File: src/rtl/lkv_pkg.sv
// Shared types, sizes and codes for the LRU key/value table.
// Used by every module of the block; depends on nothing.
package lkv_pkg;

  localparam int ENTRIES     = 16;
  localparam int KEY_BYTES   = 24;
  localparam int VALUE_BYTES = 32;
  localparam int KEY_WORDS   = 3;
  localparam int VALUE_WORDS = 4;
  localparam int MAX_OUT     = 16;

  localparam int KEY_W   = KEY_WORDS * 64;
  localparam int VALUE_W = VALUE_WORDS * 64;
  localparam int STAMP_W = 16;
  localparam int IDX_W   = (ENTRIES > 1) ? $clog2(ENTRIES) : 1;
  localparam int CNT_W   = $clog2(ENTRIES + 1);
  localparam int DUMP_N  = (ENTRIES < MAX_OUT) ? ENTRIES : MAX_OUT;

  localparam int SLOT_OUT_W  = 4;
  localparam int COUNT_OUT_W = 5;

  typedef logic [KEY_W-1:0]   key_t;
  typedef logic [VALUE_W-1:0] value_t;
  typedef logic [STAMP_W-1:0] stamp_t;
  typedef logic [IDX_W-1:0]   idx_t;
  typedef logic [CNT_W-1:0]   cnt_t;

  typedef enum logic [1:0] {
    OP_STORE  = 2'd0,
    OP_DUMP   = 2'd1,
    OP_SELECT = 2'd2,
    OP_CLEAR  = 2'd3
  } op_t;

  typedef enum logic [2:0] {
    ST_UPDATED    = 3'd0,
    ST_ADDED      = 3'd1,
    ST_REPLACED   = 3'd2,
    ST_DUMP_ENTRY = 3'd3,
    ST_DUMP_EMPTY = 3'd4,
    ST_SAME_CAM   = 3'd5,
    ST_CAM_CHANGE = 3'd6,
    ST_CLEARED    = 3'd7
  } status_t;

  typedef enum logic [2:0] {
    S_IDLE,
    S_DECODE,
    S_SCAN,
    S_MIN,
    S_WRITE,
    S_DUMP
  } state_t;

  typedef struct packed {
    key_t   key;
    value_t value;
    stamp_t stamp;
  } row_t;

  typedef struct packed {
    idx_t rd_addr;
    logic wr_en;
    idx_t wr_addr;
    row_t wr_row;
  } mem_req_t;

  function automatic logic [SLOT_OUT_W-1:0] slot_out(input idx_t idx);
    logic [IDX_W+SLOT_OUT_W-1:0] ext;
    ext = {{SLOT_OUT_W{1'b0}}, idx};
    return ext[SLOT_OUT_W-1:0];
  endfunction

  function automatic logic [COUNT_OUT_W-1:0] count_out(input cnt_t cnt);
    logic [CNT_W+COUNT_OUT_W-1:0] ext;
    ext = {{COUNT_OUT_W{1'b0}}, cnt};
    return ext[COUNT_OUT_W-1:0];
  endfunction

endpackage

File: src/rtl/lkv_norm.sv
// String normalizer: zeroes every key and value byte from the first zero
// byte or the length limit on. Depends on lkv_pkg.
module lkv_norm (
  input  lkv_pkg::key_t   key_in,
  input  lkv_pkg::value_t value_in,
  output lkv_pkg::key_t   key_out,
  output lkv_pkg::value_t value_out
);

  always_comb begin
    logic keep;
    keep = 1'b1;
    key_out = '0;
    for (int i = 0; i < lkv_pkg::KEY_WORDS * 8; i++) begin
      keep = keep && (i < lkv_pkg::KEY_BYTES - 1) && (key_in[i*8 +: 8] != 8'd0);
      key_out[i*8 +: 8] = keep ? key_in[i*8 +: 8] : 8'd0;
    end
  end

  always_comb begin
    logic keep;
    keep = 1'b1;
    value_out = '0;
    for (int i = 0; i < lkv_pkg::VALUE_WORDS * 8; i++) begin
      keep = keep && (i < lkv_pkg::VALUE_BYTES - 1) && (value_in[i*8 +: 8] != 8'd0);
      value_out[i*8 +: 8] = keep ? value_in[i*8 +: 8] : 8'd0;
    end
  end

endmodule

File: config.mk
export PLATFORM = sky130hd
export DESIGN_NAME = lkv_norm
export DESIGN_NICKNAME = d
export VERILOG_FILES = /design/src/rtl/lkv_pkg.sv /design/src/rtl/lkv_norm.sv
export SDC_FILE = /design/constraint.sdc
export NUM_CORES = 1
export LEC_CHECK = 0
export ABC_AREA = 1
export BUFFER_PORTS_ARGS = -buffer_cell sky130_fd_sc_hd__buf_2
export CORE_AREA = 2 2 351 353
export DETAILED_ROUTE_END_ITERATION = 10
export DIE_AREA = 0 0 353 355
export PLACE_DENSITY = 0.3
export SLEW_MARGIN = 20
export SYNTH_ARGS = -nofsm -noshare
export SYNTH_HDL_FRONTEND = slang
export SYNTH_SLANG_ARGS = --single-unit
export TNS_END_PERCENT = 20
File: constraint.sdc
create_clock -name vclk -period 8
set_input_delay 0 -clock vclk [all_inputs]
set_output_delay 0 -clock vclk [all_outputs]
set_load 0.01 [all_outputs]
==> impl_metrics.py <==
metrics = {
    "floorplan": {
        "dieArea_um2": 125000,
        "core_um2": 121000,
        "num_rows": 128,
        "die_y_um": 355,
        "die_w_um": 353,
        "initial_core_util_pct": 3.99,
        "io_pins": 896,
    },
    "clock_tree": {
        "cts_resized": 0,
        "hold_buffers": 0,
        "cts_setup_buffers": 0,
    },
    "global_routing": {
        "antenna_found_initial": 46,
        "overflow": 0,
        "grt_first_pass_wirelength_um": 77400,
        "grt_usage_pct": 8.83,
        "grt_pass1_vias": 9759,
        "grt_max_degree": 11,
    },
    "synth": {
        "yosysSeqAreaShare_pct": 0,
        "syn_area_um2": 4840,
        "avgSynthCellArea_um2": 4.33,
        "synthCells": 1119,
        "yosys.cell_types.count": 21,
        "yosysWarnings": 0,
    },
    "sta": {
        "post-route-period-util_pct": 55.8,
        "grt_setup_unrepaired": "no",
        "setup_viol": 0,
        "finalCriticalPeriod_ns": 4.46,
        "tightest_slew_ns": 0.746,
        "tns_ns": 0,
        "max_freq_mhz": 224,
        "hold_viol": 0,
        "slew_headroom_pct": 49.8,
        "slew_viol_final": 0,
        "hold_slack_ns": 0.201,
    },
    "pwr": {
        "cellPowerDensity_nw_per_um2": 55.4,
        "clkPwrFrac_pct": 0,
        "p_leak_uw": 0.00712,
        "p_comb_share_pct": 100.0,
        "ir_drop_mv": 0.0184,
        "pwr-share-seq_pct": 0,
        "p_sw_share_pct": 61.1,
        "p_switching_uw": 376,
        "p_int_uw": 239,
    },
    "finish": {
        "design.seq.count": 0,
        "n_clock_buffer": 0,
        "layout.nets": 2418,
        "drive_gt1_share_pct": 45.5,
        "area_delta_synth_final_pct": 130,
        "final-seq-area_um2": 0,
        "instances_no_fill": 3600,
    },
    "drt": {
        "firstDrtPassIters": 5,
        "wl_per_cell_um": 16.6,
        "routed_via_density": 2.74,
        "drtIter0Drc": 307,
        "route.vias.total": 9881,
        "routed_wirelength_um": 59700,
        "drc": 0,
        "antenna_left": 0,
    },
    "worst_hold_path": {
        "hp-class": "in -> out",
    },
    "job": {
        "maxCapViolCount": 0,
    },
    "worst_setup_path": {
        "worstSetupStartpointType": "primary input",
        "endpoint_kind": "output port",
        "worstPathArrival_ns": 4.46,
        "crit_path_max_fanout": 9,
        "criticalPathCategory": "in -> out",
        "cp.required_ns": 8.00,
    },
    "placed_design": {
        "routabilityCongestion": 0.898,
        "dp.cells": 3593,
        "place_hpwl_um": 57400,
        "numPortBuffers": 864,
    },
    "status": {
        "outcome": "finished, final reports clean",
    },
}
final timing paths:
check	from	end	slack, ns	cells past startpoint
worst max-delay path	key_in[7]	key_out[179]	3.54	21
worst min-delay path	value_in[7]	value_out[7]	0.20	2
cell usage in the layout (no fill, tap or decap), drive strengths merged:
cell type,Yosys,final
a21oi,6,6
nand2,63,63
buf,16,866
conb,1,16
diode,0,7
nand3,19,19
nor4,90,90
nand4,14,14
nor3,8,8
clkinv,4,4
nor2,439,439
inv,443,443
cells by family (layout without fill, tap and decap cells):
group / count (synthesis) / after routing / share of synthesized area [%]
AO/OA/AOI/OAI: 6 / 6 / 1.09
buffers and inverters: 479 / 1313 / 38.4
other: 1 / 23 / 0.0775
AND/OR/NAND/NOR: 633 / 633 / 60.5
worst max-delay path, stage by stage:
cell and delay [ns]:
buf_2 0.09, nor2_1 0.04, nand2_1 0.22, nor2_1 0.09
a21oi_1 0.17, nand2_1 0.27, a21oi_1 0.31, nand2_2 0.16
a21oi_1 0.27, nand2_2 0.23, a21oi_4 0.21, nand4_4 0.19
a21oi_4 0.16, buf_4 0.25, nand4_4 0.25, nor2_4 0.26
nand4_4 0.22, nor2_2 0.25, nand4_2 0.33, nor2_1 0.27
buf_2 0.17
synth_stat cells:
library cell	n	share of area (%)
conb_1	1	0.077
nor2_2	1	0.13
nand4_4	10	4.4
nand4_1	3	0.39
nand2_2	3	0.39
nand3_4	2	0.72
clkinv_1	4	0.31
nand4_2	1	0.26
nand3_1	16	1.7
buf_4	16	2.5
a21oi_4	2	0.67
nor4_1	90	12
a21oi_1	4	0.41
nand2_1	60	4.7
clkbuf_1	16	1.2
inv_1	442	34
nor2_4	8	1.9
inv_2	1	0.077
nand3_2	1	0.21
nor3_1	8	0.83
nor2_1	430	33
cell type report:
type	instances	area (um2)
Inverter	447	1680
Fill cell	14800	110000
Antenna cell	7	17.5
Timing Repair Buffer	866	4340
Multi-Input combinational cell	655	3050
Tap cell	1625	2030
per-stage QoR:
step	setup slack (ns)	util, %	instance area [um2]	power (uW)
floorplan	5.30	-	4900	247
global placement	3.45	9.14	11100	636
detailed placement	3.41	9.14	11100	631
CTS	3.40	9.14	11100	634
global route	3.09	9.15	11100	675
finish	3.54	9.15	11100	616
power groups by stage:
stage                     combinational [uW]  clock, uW  sequential (uW)
after floorplan                          247          0                0
after global placement                   636          0                0
after detailed placement                 631          0                0
after CTS                                634          0                0
after global routing                     675   0.000101                0
final                                    616   0.000118                0
layer usage:
| metal | wire (um) | track usage [%] | vias to the layer above |
|---|---|---|---|
| met2 | 33100 | 18.3 | 577 |
| met4 | 2220 | 2.71 | 54 |
| met3 | 5810 | 2.89 | 130 |
| met1 | 18300 | 7.90 | 4284 |
| met5 | 365 | 0 | - |
| li1 | - | - | 4836 |
(Power assumes the default switching activity.)
